<file path="config.mk">
export PLATFORM = sky130hd
export DESIGN_NAME = utf8_xml_char_validator_core
export DESIGN_NICKNAME = d
export VERILOG_FILES = /design/src/rtl/utf8xv_pkg.sv /design/src/rtl/utf8_xml_char_validator_core.sv /design/src/rtl/utf8xv_dec.sv
export SDC_FILE = /design/constraint.sdc
export NUM_CORES = 1
export LEC_CHECK = 0
export ABC_AREA = 1
export BUFFER_PORTS_ARGS = -buffer_cell sky130_fd_sc_hd__buf_2
export CAP_MARGIN = 30
export CELL_PAD_IN_SITES_DETAIL_PLACEMENT = 1
export CELL_PAD_IN_SITES_GLOBAL_PLACEMENT = 2
export CORE_MARGIN = 3
export CORE_UTILIZATION = 33
export DETAILED_ROUTE_END_ITERATION = 10
export GPL_ROUTABILITY_DRIVEN = 0
export PLACE_DENSITY_LB_ADDON = 0.1
export SYNTH_ARGS = -nofsm -noshare
export SYNTH_HDL_FRONTEND = slang
export SYNTH_SLANG_ARGS = --single-unit
</file>
<file path="constraint.sdc">
create_clock -name i_clk -period 2.2 [get_ports i_clk]
set_clock_uncertainty 0.15 [all_clocks]
set_input_delay 0.33 -clock i_clk [delete_from_list [all_inputs] [get_ports i_clk]]
set_output_delay 0.33 -clock i_clk [all_outputs]
set_load 0.02 [all_outputs]
</file>
<file path="src/rtl/utf8xv_pkg.sv">
// Package for the UTF-8 / XML 1.0 character validator.
// Holds the decoder state type, the code point limits and the XML Char check.
// Used by utf8xv_dec and utf8_xml_char_validator_core.
package utf8xv_pkg;

    localparam int CodeWidth = 21;

    // Code point limits of the XML 1.0 Char production.
    localparam logic [CodeWidth-1:0] CpTab       = 21'h00_0009;
    localparam logic [CodeWidth-1:0] CpLf        = 21'h00_000A;
    localparam logic [CodeWidth-1:0] CpCr        = 21'h00_000D;
    localparam logic [CodeWidth-1:0] CpSpace     = 21'h00_0020;
    localparam logic [CodeWidth-1:0] CpBmpLoHi   = 21'h00_D7FF;
    localparam logic [CodeWidth-1:0] CpBmpHiLo   = 21'h00_E000;
    localparam logic [CodeWidth-1:0] CpBmpHiHi   = 21'h00_FFFD;
    localparam logic [CodeWidth-1:0] CpSuppLo    = 21'h01_0000;
    localparam logic [CodeWidth-1:0] CpSuppHi    = 21'h10_FFFF;

    // Lead byte prefixes, compared against the top bits of the byte.
    localparam logic [2:0] Lead2Prefix = 3'b110;
    localparam logic [3:0] Lead3Prefix = 4'b1110;
    localparam logic [4:0] Lead4Prefix = 5'b11110;
    localparam logic [1:0] ContPrefix  = 2'b10;

    // Decoder state carried from one byte to the next.
    typedef struct packed {
        logic [1:0]           pending;
        logic [CodeWidth-1:0] accum;
        logic                 failed;
    } t_dec_state;

    // True when the code point is an XML 1.0 Char.
    function automatic logic is_xml_char(input logic [CodeWidth-1:0] cp);
        logic ok;
        ok = (cp == CpTab) || (cp == CpLf) || (cp == CpCr)
          || ((cp >= CpSpace)   && (cp <= CpBmpLoHi))
          || ((cp >= CpBmpHiLo) && (cp <= CpBmpHiHi))
          || ((cp >= CpSuppLo)  && (cp <= CpSuppHi));
        return ok;
    endfunction

endpackage

</file>
<file path="src/rtl/utf8_xml_char_validator_core.sv">
// Streaming UTF-8 decoder that checks a text against the XML 1.0 Char set.
// Top level: input register, decoder state and verdict register; uses utf8xv_pkg
// and utf8xv_dec.

// The block takes one byte of text per request and sustains one request per
// clock cycle. Each request is captured in an input register, folded into the
// decoder state on the next cycle by a single pass of shallow compare-and-shift
// logic, and, on the byte flagged as last, one verdict is written to the output
// register, so a verdict passes through both the input register and the output
// register, and it waits while an earlier verdict is still stalled at the output.
// Bytes that are not last produce no result. Lead bytes of one to four bytes
// are decoded, continuations must be 10xxxxxx, and every code point must be
// tab, LF, CR, 20-D7FF, E000-FFFD or 10000-10FFFF; overlong forms pass. A
// failure sticks until the last byte, and a sequence cut off by the last byte
// fails. After each verdict the decoder returns to its reset state. The input
// side stalls only while a last byte waits for the output register to free up.
module utf8_xml_char_validator_core
    import utf8xv_pkg::*;
(
    input  logic       i_clk,
    input  logic       i_rst_n,
    input  logic       i_valid,
    output logic       o_stall,
    input  logic [7:0] i_text_byte,
    input  logic       i_is_last,
    output logic       o_valid,
    input  logic       i_stall,
    output logic       o_text_ok
);

    logic       r_in_valid;
    logic [7:0] r_text_byte;
    logic       r_is_last;
    t_dec_state r_state;
    t_dec_state n_state;
    logic       r_out_valid;
    logic       r_text_ok;

    logic w_accept;
    logic w_out_free;
    logic w_consume;
    logic w_verdict;

    // Handshake: a held byte moves on unless it is last and the verdict slot is full.
    assign w_out_free = !r_out_valid || !i_stall;
    assign w_consume  = r_in_valid && (!r_is_last || w_out_free);
    assign o_stall    = r_in_valid && !w_consume;
    assign w_accept   = i_valid && !o_stall;

    utf8xv_dec u_dec (
        .i_state     (r_state),
        .i_text_byte (r_text_byte),
        .o_state     (n_state)
    );

    assign w_verdict = !n_state.failed && (n_state.pending == 2'd0);

    // Input register.
    always_ff @(posedge i_clk) begin
        if (!i_rst_n) begin
            r_in_valid <= 1'b0;
        end else begin
            r_in_valid <= w_accept || (r_in_valid && !w_consume);
        end
        if (w_accept) begin
            r_text_byte <= i_text_byte;
            r_is_last   <= i_is_last;
        end
    end

    // Decoder state; cleared after the last byte of each text.
    always_ff @(posedge i_clk) begin
        if (!i_rst_n) begin
            r_state <= '0;
        end else if (w_consume) begin
            if (r_is_last) begin
                r_state <= '0;
            end else begin
                r_state <= n_state;
            end
        end
    end

    // Verdict register.
    always_ff @(posedge i_clk) begin
        if (!i_rst_n) begin
            r_out_valid <= 1'b0;
        end else if (w_consume && r_is_last) begin
            r_out_valid <= 1'b1;
        end else if (!i_stall) begin
            r_out_valid <= 1'b0;
        end
        if (w_consume && r_is_last) begin
            r_text_ok <= w_verdict;
        end
    end

    assign o_valid   = r_out_valid;
    assign o_text_ok = r_text_ok;

    // A failure persists across the bytes of the same text.
    a_fail_sticks: assert property (@(posedge i_clk) disable iff (!i_rst_n)
        (w_consume && !r_is_last && r_state.failed) |=> r_state.failed)
        else $error("failure flag cleared in mid-text");

    // Every consumed last byte yields a verdict on the next cycle.
    a_last_gives_verdict: assert property (@(posedge i_clk) disable iff (!i_rst_n)
        (w_consume && r_is_last) |=> o_valid)
        else $error("last byte consumed without a verdict");

    // The decoder starts every text from its reset state.
    a_state_cleared: assert property (@(posedge i_clk) disable iff (!i_rst_n)
        (w_consume && r_is_last) |=> (r_state.pending == 2'd0) && !r_state.failed)
        else $error("decoder state not cleared after a verdict");

    // The input side only stalls with a last byte held behind a blocked verdict.
    a_stall_cause: assert property (@(posedge i_clk) disable iff (!i_rst_n)
        o_stall |-> (r_in_valid && r_is_last && r_out_valid && i_stall))
        else $error("input stalled without a blocked verdict");

endmodule

</file>
<file path="src/rtl/utf8xv_dec.sv">
// Next-state logic of the validator: folds one text byte into the decoder state.
// Purely combinational; depends on utf8xv_pkg for the state type and checks.
module utf8xv_dec
    import utf8xv_pkg::*;
(
    input  t_dec_state i_state,
    input  logic [7:0] i_text_byte,
    output t_dec_state o_state
);

    logic [CodeWidth-1:0] w_shifted;

    // Continuation payload appended below the bits gathered so far.
    assign w_shifted = {i_state.accum[CodeWidth-7:0], i_text_byte[5:0]};

    always_comb begin
        o_state = i_state;
        if (i_state.failed) begin
            // Once failed, bytes are ignored until the end of the text.
            o_state = i_state;
        end else if (i_state.pending == 2'd0) begin
            // A lead byte is expected.
            if (i_text_byte[7] == 1'b0) begin
                if (!is_xml_char({{(CodeWidth-7){1'b0}}, i_text_byte[6:0]})) begin
                    o_state.failed = 1'b1;
                end
            end else if (i_text_byte[7:5] == Lead2Prefix) begin
                o_state.accum   = {{(CodeWidth-5){1'b0}}, i_text_byte[4:0]};
                o_state.pending = 2'd1;
            end else if (i_text_byte[7:4] == Lead3Prefix) begin
                o_state.accum   = {{(CodeWidth-4){1'b0}}, i_text_byte[3:0]};
                o_state.pending = 2'd2;
            end else if (i_text_byte[7:3] == Lead4Prefix) begin
                o_state.accum   = {{(CodeWidth-3){1'b0}}, i_text_byte[2:0]};
                o_state.pending = 2'd3;
            end else begin
                o_state.failed = 1'b1;
            end
        end else if (i_text_byte[7:6] != ContPrefix) begin
            // A continuation byte was expected and something else arrived.
            o_state.failed = 1'b1;
        end else begin
            o_state.accum   = w_shifted;
            o_state.pending = i_state.pending - 2'd1;
            if ((i_state.pending == 2'd1) && !is_xml_char(w_shifted)) begin
                o_state.failed = 1'b1;
            end
        end
    end

endmodule
</file>
==> results of run 1 <==
[cell families after synthesis]
group / Yosys count
buf+inv: 36
simple gates: 119
compound gates: 50
fa+ha+maj: 2
flops: 30
[layout by cell type (no fill, tap or decap)]
master,netlist,routed
clkinvlp_4,0,2
nand3b_1,1,1
dfxtp_2,0,1
nand3_1,18,18
clkbuf_1,1,1
o211ai_1,2,2
clkbuf_16,0,1
inv_1,26,25
clkinv_1,1,1
a21oi_1,24,24
clkbuf_8,0,6
nor2_2,3,3
nand2_2,3,2
nor2_1,45,45
inv_2,3,3
dfxtp_1,20,19
nor3_1,1,1
nor2_4,1,1
o21ai_0,17,17
nand3_2,1,1
o21ai_2,1,1
nand2_1,42,42
buf_2,1,15
ha_1,2,2
buf_4,1,3
nand2_4,0,1
o21ai_1,6,6
or2_2,1,1
nand4_1,2,2
edfxtp_1,10,10
nor4_1,1,1
[through the flow]
stage	util [%]	area, µm²	setup slack (ns)	hold WS (ns)
global placement	37.2	1790	0.203	0.339
CTS	39.5	1900	0.150	0.0655
finish	39.9	1920	0.240	0.0698
global route	39.9	1920	0.0460	0.0645
detailed placement	37.2	1790	0.155	0.344
floorplan	-	1670	0.430	0.279
[power groups by stage]
stage	clock, W	sequential [W]	combinational [W]
floorplan	0	0.000644	0.000139
global placement	0	0.000660	0.000178
detailed placement	0	0.000661	0.000180
CTS	0.000538	0.000649	0.000181
global route	0.000566	0.000654	0.000215
finish	0.000527	0.000648	0.000181
[sequential cells by signal, summed over array words and instances, names as in the netlist]
signal,count
r_is_last,1
o_valid,1
r_state,18
r_in_valid,1
o_text_ok,1
r_text_byte,8
[metal layers]
| metal | vias up | wire [µm] | GRT usage [%] |
|---|---|---|---|
| met1 | 704 | 2440 | 24.1 |
| met2 | 16 | 1800 | 23.7 |
| met4 | 0 | 66 | 5.87 |
| met3 | 6 | 85 | 2.46 |
| li1 | 808 | - | - |
| met5 | - | 0 | 0 |
[critical path: cells and delay by family (launching register included)]
| family | cells | cell delay, ns |
|---|---|---|
| and+or+nand+nor | 7 | 0.67 |
| buffers and inverters | 2 | 0.26 |
| DFF | 1 | 0.55 |
| AOI/OAI and AO/OA | 2 | 0.22 |
[layout make-up]
cell class	instances	area [µm²]	area share [%]
Sequential cell	30	702	36.5
Tap cell	67	83.8	4.36
Clock buffer	8	111	5.80
Timing Repair inverter	1	7.51	0.391
Timing Repair Buffer	18	97.6	5.08
Inverter	30	116	6.06
Multi-Input combinational cell	171	802	41.8
[worst max-delay path by stage]
stage               cells past startpoint  slack (ns)           to
global placement                       10        0.20   r_state[9]
detailed placement                     10        0.16   r_state[9]
CTS                                    10        0.15   r_state[9]
floorplan                              12        0.43  r_state[15]
global route                           10        0.05  r_state[14]
finish                                 11        0.24   r_state[6]
==> flow_summary.json, run 1 <==
{
  "status": "finished, final reports clean",
  "grt-ovfl-total": 0,
  "cts_inserted_buffers": 5,
  "period_needed_ns": 1.96,
  "ctsLongestPathBuffers": 2,
  "min_from": "i_text_byte[0]",
  "synth_cells": 237,
  "dp.cells": 316,
  "layout-drive-gt1-share_pct": 15.9,
  "fin_crit_sh_pct": 89.1,
  "pwr-share-seq_pct": 47.8,
  "synth_simple_gate_area_share_pct": 30.7,
  "grt_util_all_layers_pct": 16.3,
  "die_width_um": 77.1,
  "holdPathStages": 1,
  "wl_mm": 4.39,
  "grt_max_degree": 19,
  "synthTopCellsByArea": "dfxtp_1 24%, edfxtp_1 18%, nor2_1 10%",
  "n_antenna_cell": 0,
  "avgSynthCellArea_um2": 7.04,
  "core_um2": 4820,
  "drc_errors": 0,
  "cts.repair.resized": 0,
  "ant_nets": 0,
  "clk_latency_ns": 0.28,
  "cp.arrival_ns": 1.98,
  "ff2ff_path_depth": 11,
  "synthMuxAreaShare_pct": 0,
  "p_sw_share_pct": 26.4,
  "synth_most_common_cell": "nor2_1",
  "drt_iter0_drc": 73,
  "ys_seq_area_share_pct": 42.0,
  "fillers": 639,
  "cts_setup_buffers": 0,
  "drtPass1Iterations": 4,
  "synth_nets": 252,
  "cts_tree": "built",
  "ys.flop_type": "dfxtp_1",
  "hold_class": "primary input to flip-flop",
  "async_reset_ff_share_pct": 0,
  "ir_drop_mv": 0.379,
  "stdcell_count": 325,
  "synth-edff-count": 10,
  "worst_path_largest_cell_delay_ns": 0.55,
  "rows": 25,
  "min_to": "r_text_byte[0]",
  "synthTopCellsByCount": "45 x nor2_1, 42 x nand2_1, 26 x inv_1, 24 x a21oi_1, 20 x dfxtp_1",
  "vias": 1534,
  "hold_buffers": 0,
  "hold_violations": 0,
  "yosysTopAreaCell": "dfxtp_1",
  "yosysWarningCount": 0,
  "io_pins": 16,
  "leakage_nw": 0.865,
  "cp-start-kind": "flip-flop",
  "switchingPower_w": 0.000358,
  "cap_violations": 0,
  "r2r_start": "r_text_byte[5]",
  "cts_sinks": 30,
  "finalPower_w": 0.00136,
  "critical_path.slowest_cell": "edfxtp_1",
  "combPwrFrac_pct": 13.3,
  "power_density_nw_per_um2": 706,
  "wire_per_inst_um": 13.5,
  "areaGrowthSynthToFinish_pct": 15.1,
  "finalSetupViolations": 0,
  "dieArea_um2": 5950,
  "crit_required_ns": 2.22,
  "place.port_buffers": 15,
  "fp.dieH_um": 77.1,
  "start_util_pct": 34.6,
  "crit_type": "flip-flop to flip-flop",
  "synth_xor_area_share_pct": 0,
  "path_cells": "inv_2 -> nor2_4 -> o21ai_2 -> nand2_1 -> nand2_1 -> nand2_2 -> nand3_2 -> nand2_4 -> clkinvlp_4 -> a21oi_1 -> nor2_1",
  "crit_path_end_kind": "flip-flop",
  "crit_fanout": 11,
  "fin_tns_setup_ns": 0,
  "synth_compound_area_share_pct": 15.5,
  "nets": 272,
  "worst_slew_pin_slew_ns": 0.387,
  "yosys.area_share.adder_pct": 1.50,
  "root_buffer": "clkbuf_8",
  "rsz0062_at_grt": "no",
  "path_clk_slew_ns": 0.07,
  "synth.top_cell.area_share_pct": 24.0,
  "rr_endpoint": "r_state[6]",
  "avgViaCountPerCell": 4.72,
  "relSlewSlack_pct": 74.1,
  "crit_start": "r_text_byte[5]",
  "timing.fmax_ghz": 0.510,
  "internal_power_w": 0.000998,
  "clockPowerShare_pct": 38.9,
  "synth_seq_cells": 30,
  "ys_types": 28,
  "maxSlewViolCount": 0,
  "grt_pass1_vias": 1613,
  "antenna_found_initial": 0,
  "hpwl_mm": 3.43,
  "synth_top_family_by_area": "simple AND/OR/NAND/NOR gates",
  "htree_levels": 2,
  "syn_area_um2": 1670,
  "cp_common_cell": "nand2_1",
  "ff2ff_setup_slack_ns": 0.24,
  "grt_pass1_wl_mm": 7.69
}
No activity file was read; power rests on OpenSTA's default activity.
==> run 2, diff against run 1 <==
--- a/config.mk
+++ b/config.mk
@@ -10,7 +10,6 @@
 export CAP_MARGIN = 30
 export CELL_PAD_IN_SITES_DETAIL_PLACEMENT = 1
 export CELL_PAD_IN_SITES_GLOBAL_PLACEMENT = 2
-export CORE_MARGIN = 3
 export CORE_UTILIZATION = 33
 export DETAILED_ROUTE_END_ITERATION = 10
 export GPL_ROUTABILITY_DRIVEN = 0
==> flow_summary.json, run 2 (synthesized netlist as in run 1, its figures left out) <==
{
  "status": "finished, final reports clean",
  "n_antenna_cell": 0,
  "fin_tns_setup_ns": 0,
  "rsz0062_at_grt": "no",
  "reg_top3": "r_state x18, r_text_byte x8",
  "worst_path_largest_cell_delay_ns": 0.36,
  "place.port_buffers": 15,
  "ctsLongestPathBuffers": 2,
  "grt_max_degree": 19,
  "grt_pass1_vias": 1557,
  "crit_required_ns": 2.18,
  "ant_nets": 0,
  "cts_inserted_buffers": 5,
  "critical_path.slowest_cell": "ha_1",
  "dp.cells": 315,
  "maxSlewViolCount": 0,
  "grt-ovfl-total": 0,
  "crit_type": "flip-flop to flip-flop",
  "vias": 1549,
  "ir_drop_mv": 0.293,
  "io_pins": 16,
  "rows": 25,
  "htree_levels": 2,
  "power_density_nw_per_um2": 677,
  "cts_tree": "built",
  "crit_family": "simple AND/OR/NAND/NOR gates",
  "path_clk_slew_ns": 0.06,
  "grt_pass1_wl_mm": 7.64,
  "layout-drive-gt1-share_pct": 15.8,
  "cp-start-kind": "flip-flop",
  "worst_slew_pin_slew_ns": 0.393,
  "nets": 273,
  "die_width_um": 73.1,
  "cp_num_cells": 9,
  "final_common_cell": "nor2_1",
  "hold_class": "primary input to flip-flop",
  "cts_sinks": 30,
  "hpwl_mm": 3.36,
  "wl_mm": 4.44,
  "final_cell_mix": "45 x nor2_1, 42 x nand2_1, 26 x inv_1",
  "drc_errors": 0,
  "finalSetupViolations": 0,
  "drtPass1Iterations": 4,
  "crit_path_end_kind": "flip-flop",
  "crit_fanout": 9,
  "wire_per_inst_um": 13.6,
  "cp.arrival_ns": 1.98,
  "fp.dieH_um": 73.1,
  "core_um2": 4790,
  "period_needed_ns": 2.00,
  "dieArea_um2": 5350,
  "timing.fmax_ghz": 0.499,
  "avgViaCountPerCell": 4.75,
  "root_buffer": "clkbuf_8",
  "layout_setup_ws_ns": 0.197,
  "cap_violations": 0,
  "fin_crit_sh_pct": 91.0,
  "path_cells": "inv_1 -> ha_1 -> nand2_1 -> inv_1 -> nand4_1 -> nand2_1 -> a21oi_1 -> or2_2 -> nor2_1",
  "relSlewSlack_pct": 73.7,
  "largest_reg_flops": 18,
  "holdPathStages": 1,
  "antenna_found_initial": 0,
  "clk_latency_ns": 0.28,
  "largest_register": "r_state",
  "crit_buf_inv": 2,
  "grt_util_all_layers_pct": 18.9,
  "finish.utilization_pct": 39.7,
  "hold_violations": 0,
  "hold_ws_ns": 0.0727,
  "stdcell_count": 326,
  "start_util_pct": 34.9,
  "dp_worst_setup_slack_ns": 0.216,
  "leakage_nw": 0.867,
  "areaGrowthSynthToFinish_pct": 13.8,
  "drt_iter0_drc": 45,
  "ff2ff_path_depth": 9
}
[run 2: cell count changes in the layout (fill, tap and decap cells not counted)]
cell / delta
clkinvlp_4: -2
buf_4: +2
nand2_4: -1
clkinv_2: +1
nand2_2: +1
clkbuf_16: -1
inv_1: +1
[run 2: area by class of cell]
type	instances	area [µm²]
repair buffers	20	113
well taps	67	83.8
flip-flops and latches	30	702
multi-input cells	171	797
clock inverters	1	5.00
fillers	630	2890
inverters	30	113
clock buffers	7	86.3
[run 2: timing repair]
item | CTS | global route
setup endpoints to repair | 0 | 5
hold buffers | 0 | 0
buffers inserted | 0 | 3
resized for setup | 0 | 1
[run 2: final timing paths]
| kind | startpoint | to | slack [ns] |
|---|---|---|---|
| worst max-delay path | r_state[23] | o_text_ok | 0.20 |
| worst min-delay path | i_text_byte[2] | r_text_byte[2] | 0.07 |
| worst max register to register | r_state[23] | o_text_ok | 0.20 |
| worst min register to register | r_state[23] | r_state[23] | 0.34 |
[run 2: worst reg2reg max path, stage by stage (launching register included)]
cell     delay, ns
dfxtp_1       0.32
inv_1         0.13
ha_1          0.36
nand2_1       0.12
inv_1         0.09
nand4_1       0.10
nand2_1       0.07
a21oi_1       0.08
or2_2         0.29
nor2_1        0.15
[run 2: power breakdown]
part | internal, W | total (W) | switching, W
sequential | 0.000606 | 0.000645 | 0.0000392
clock | 0.000252 | 0.000456 | 0.000204
combinational | 0.0000702 | 0.000184 | 0.000114
total | 0.000928 | 0.00129 | 0.000358
[run 2: per-layer routing]
layer  vias to the layer above  track usage, %  share of wire, %
met5                         -               0                 0
met4                         0            5.88               1.1
met3                         5            3.31               2.2
met2                        17            28.4                43
met1                       712            27.3                54
li1                        815               -                 -
[run 2: per-stage QoR]
stage | cell area (µm²) | total power (W)
after global routing | 1900 | 0.00136
after CTS | 1880 | 0.00130
final | 1900 | 0.00129
after global placement | 1780 | 0.000837
after floorplan | 1670 | 0.000783
after detailed placement | 1780 | 0.000840
==> run 3, diff against run 2 <==
--- a/config.mk
+++ b/config.mk
@@ -10,10 +10,11 @@
 export CAP_MARGIN = 30
 export CELL_PAD_IN_SITES_DETAIL_PLACEMENT = 1
 export CELL_PAD_IN_SITES_GLOBAL_PLACEMENT = 2
-export CORE_UTILIZATION = 33
+export CORE_UTILIZATION = 35
 export DETAILED_ROUTE_END_ITERATION = 10
 export GPL_ROUTABILITY_DRIVEN = 0
 export PLACE_DENSITY_LB_ADDON = 0.1
 export SYNTH_ARGS = -nofsm -noshare
 export SYNTH_HDL_FRONTEND = slang
+export SYNTH_HIERARCHICAL = 1
 export SYNTH_SLANG_ARGS = --single-unit
==> constraint.sdc (replaced) <==
create_clock -name i_clk -period 2.1 [get_ports i_clk]
set_clock_uncertainty 0.15 [all_clocks]
set_input_delay 0.315 -clock i_clk [delete_from_list [all_inputs] [get_ports i_clk]]
set_output_delay 0.315 -clock i_clk [all_outputs]
set_load 0.02 [all_outputs]
==> flow_summary.json, run 3 <==
{
  "wire_per_inst_um": 14.7,
  "placed_cell_area_um2": 2050,
  "dieArea_um2": 5920,
  "status": "finished, final reports clean",
  "hold_violations": 0,
  "yosysWarningCount": 6,
  "grt_most_used_layer": "met2",
  "maxSlewViolCount": 0,
  "largest_register": "r_state",
  "avgSynthCellArea_um2": 7.28,
  "finalSetupViolations": 0,
  "areaGrowthSynthToFinish_pct": 9.17,
  "min_to": "r_text_byte[1]",
  "n_antenna_cell": 0,
  "io_pins": 16,
  "cts_tree": "built",
  "wl_mm": 5.24,
  "ir_drop_mv": 0.337,
  "rows": 26,
  "relSlewSlack_pct": 47.1,
  "fin_tns_setup_ns": 0,
  "grt_pass1_wl_mm": 9.14,
  "vias": 1737,
  "syn_area_um2": 1960,
  "layout-drive-gt1-share_pct": 25.9,
  "grt_pass1_vias": 1831,
  "period_needed_ns": 1.92,
  "pwr-share-seq_pct": 49.7,
  "register_area_um2": 701,
  "cp.arrival_ns": 1.97,
  "combPwrFrac_pct": 11.3,
  "fillers": 705,
  "hold_class": "primary input to flip-flop",
  "fin_crit_sh_pct": 91.7,
  "cts_inserted_buffers": 5,
  "fin_area_um2": 2140,
  "power_density_nw_per_um2": 596,
  "drt_iter0_drc": 66,
  "internal_power_w": 0.000927,
  "fp.dieH_um": 76.9,
  "worst_slew_pin_slew_ns": 0.788,
  "path_clk_slew_ns": 0.07,
  "root_buffer": "clkbuf_8",
  "leakage_nw": 0.888,
  "avgViaCountPerCell": 4.88,
  "crit_type": "flip-flop to flip-flop",
  "place.port_buffers": 15,
  "final_cell_mix": "65 x nand2_1, 33 x inv_1, 24 x nor2_1",
  "timing.fmax_ghz": 0.520,
  "cap_violations": 0,
  "min_from": "i_text_byte[1]",
  "multi_input_area_um2": 1010,
  "synth_nets": 285,
  "final_common_cell": "nand2_1",
  "rsz0062_at_grt": "no",
  "crit_fanout": 12,
  "hold_ws_ns": 0.0568,
  "antenna_found_initial": 0,
  "clockPowerShare_pct": 38.9,
  "ant_nets": 0,
  "ctsLongestPathBuffers": 2,
  "p_sw_share_pct": 27.4,
  "clk_latency_ns": 0.29,
  "hpwl_mm": 3.90,
  "ff2ff_setup_slack_ns": 0.18,
  "grt_util_all_layers_pct": 20.0,
  "start_util_pct": 37.3,
  "grt_max_degree": 20,
  "htree_levels": 2,
  "crit_required_ns": 2.15,
  "drtPass1Iterations": 4,
  "cp-start-kind": "flip-flop",
  "die_width_um": 76.9,
  "grt-ovfl-total": 0,
  "cts_setup_buffers": 0,
  "gr-usage-met1_pct": 26.0,
  "met2_usage_pct": 32.9,
  "nets": 300,
  "synth_cells": 270,
  "holdPathStages": 1,
  "largest_reg_flops": 18,
  "ff2ff_path_depth": 10,
  "rr_endpoint": "r_state[3]",
  "cts_sinks": 30,
  "drc_errors": 0,
  "reg_top3": "r_state x18, r_text_byte x8",
  "crit_path_end_kind": "flip-flop",
  "r2r_start": "r_state[23]",
  "switchingPower_w": 0.000351,
  "core_um2": 5270,
  "grt_use_met3_pct": 3.69
}
-- run 3: power groups by stage --
stage          Sequential, W  Clock [W]  Combinational [W]
3_3_place_gp        0.000648          0           0.000145
6_report            0.000635   0.000497           0.000145
5_1_grt             0.000637   0.000536           0.000163
4_1_cts             0.000635   0.000512           0.000147
3_5_place_dp        0.000648          0           0.000147
2_1_floorplan       0.000645          0           0.000115
-- run 3: metal layers --
layer,share of wire (%),up-vias
met5,0,-
met2,47,15
met3,1.7,8
met4,1.4,0
met1,50,821
li1,-,893
-- run 3: timing repair --
item                                   in CTS  in global routing
endpoints found under the hold margin       0                  0
hold buffers                                0                  0
resized for setup                           0                  1
setup endpoints to repair                   0                  3
-- run 3: layout make-up --
| cell class | count | share of cell area [%] |
|---|---|---|
| multi-input cells | 190 | 47.3 |
| flip-flops and latches | 30 | 32.7 |
| inverters | 40 | 7.12 |
| repair buffers | 18 | 4.55 |
| well taps | 70 | 4.08 |
| clock buffers | 7 | 4.03 |
| clock inverters | 1 | 0.233 |
-- run 3: metrics by stage --
stage | utilization (%) | setup WS (ns) | power (W) | std cells
floorplan | - | 0.383 | 0.000760 | 270
global placement | 38.9 | 0.155 | 0.000792 | 348
detailed placement | 38.9 | 0.104 | 0.000795 | 348
CTS | 40.6 | 0.0719 | 0.00129 | 356
global route | 40.7 | 0.0133 | 0.00134 | 356
finish | 40.7 | 0.175 | 0.00128 | 356
-- run 3: worst max-delay path by stage --
| stage | start | to | slack, ns |
|---|---|---|---|
| 6_report | r_state[23] | r_state[3] | 0.18 |
| 5_1_grt | r_state[23] | o_text_ok | 0.01 |
| 4_1_cts | r_state[23] | o_text_ok | 0.07 |
| 3_5_place_dp | r_state[23] | o_text_ok | 0.10 |
| 3_3_place_gp | r_state[23] | o_text_ok | 0.16 |
| 2_1_floorplan | r_state[22] | o_text_ok | 0.38 |
-- run 3: worst max-delay path, cell delays in order (launching register included) --
cell	delay, ns
dfxtp_1	0.32
inv_1	0.13
ha_2	0.27
inv_2	0.11
o21ai_4	0.21
nand2_4	0.10
inv_4	0.15
nand2_1	0.06
o21ai_0	0.07
nand2_1	0.09
a21oi_2	0.16
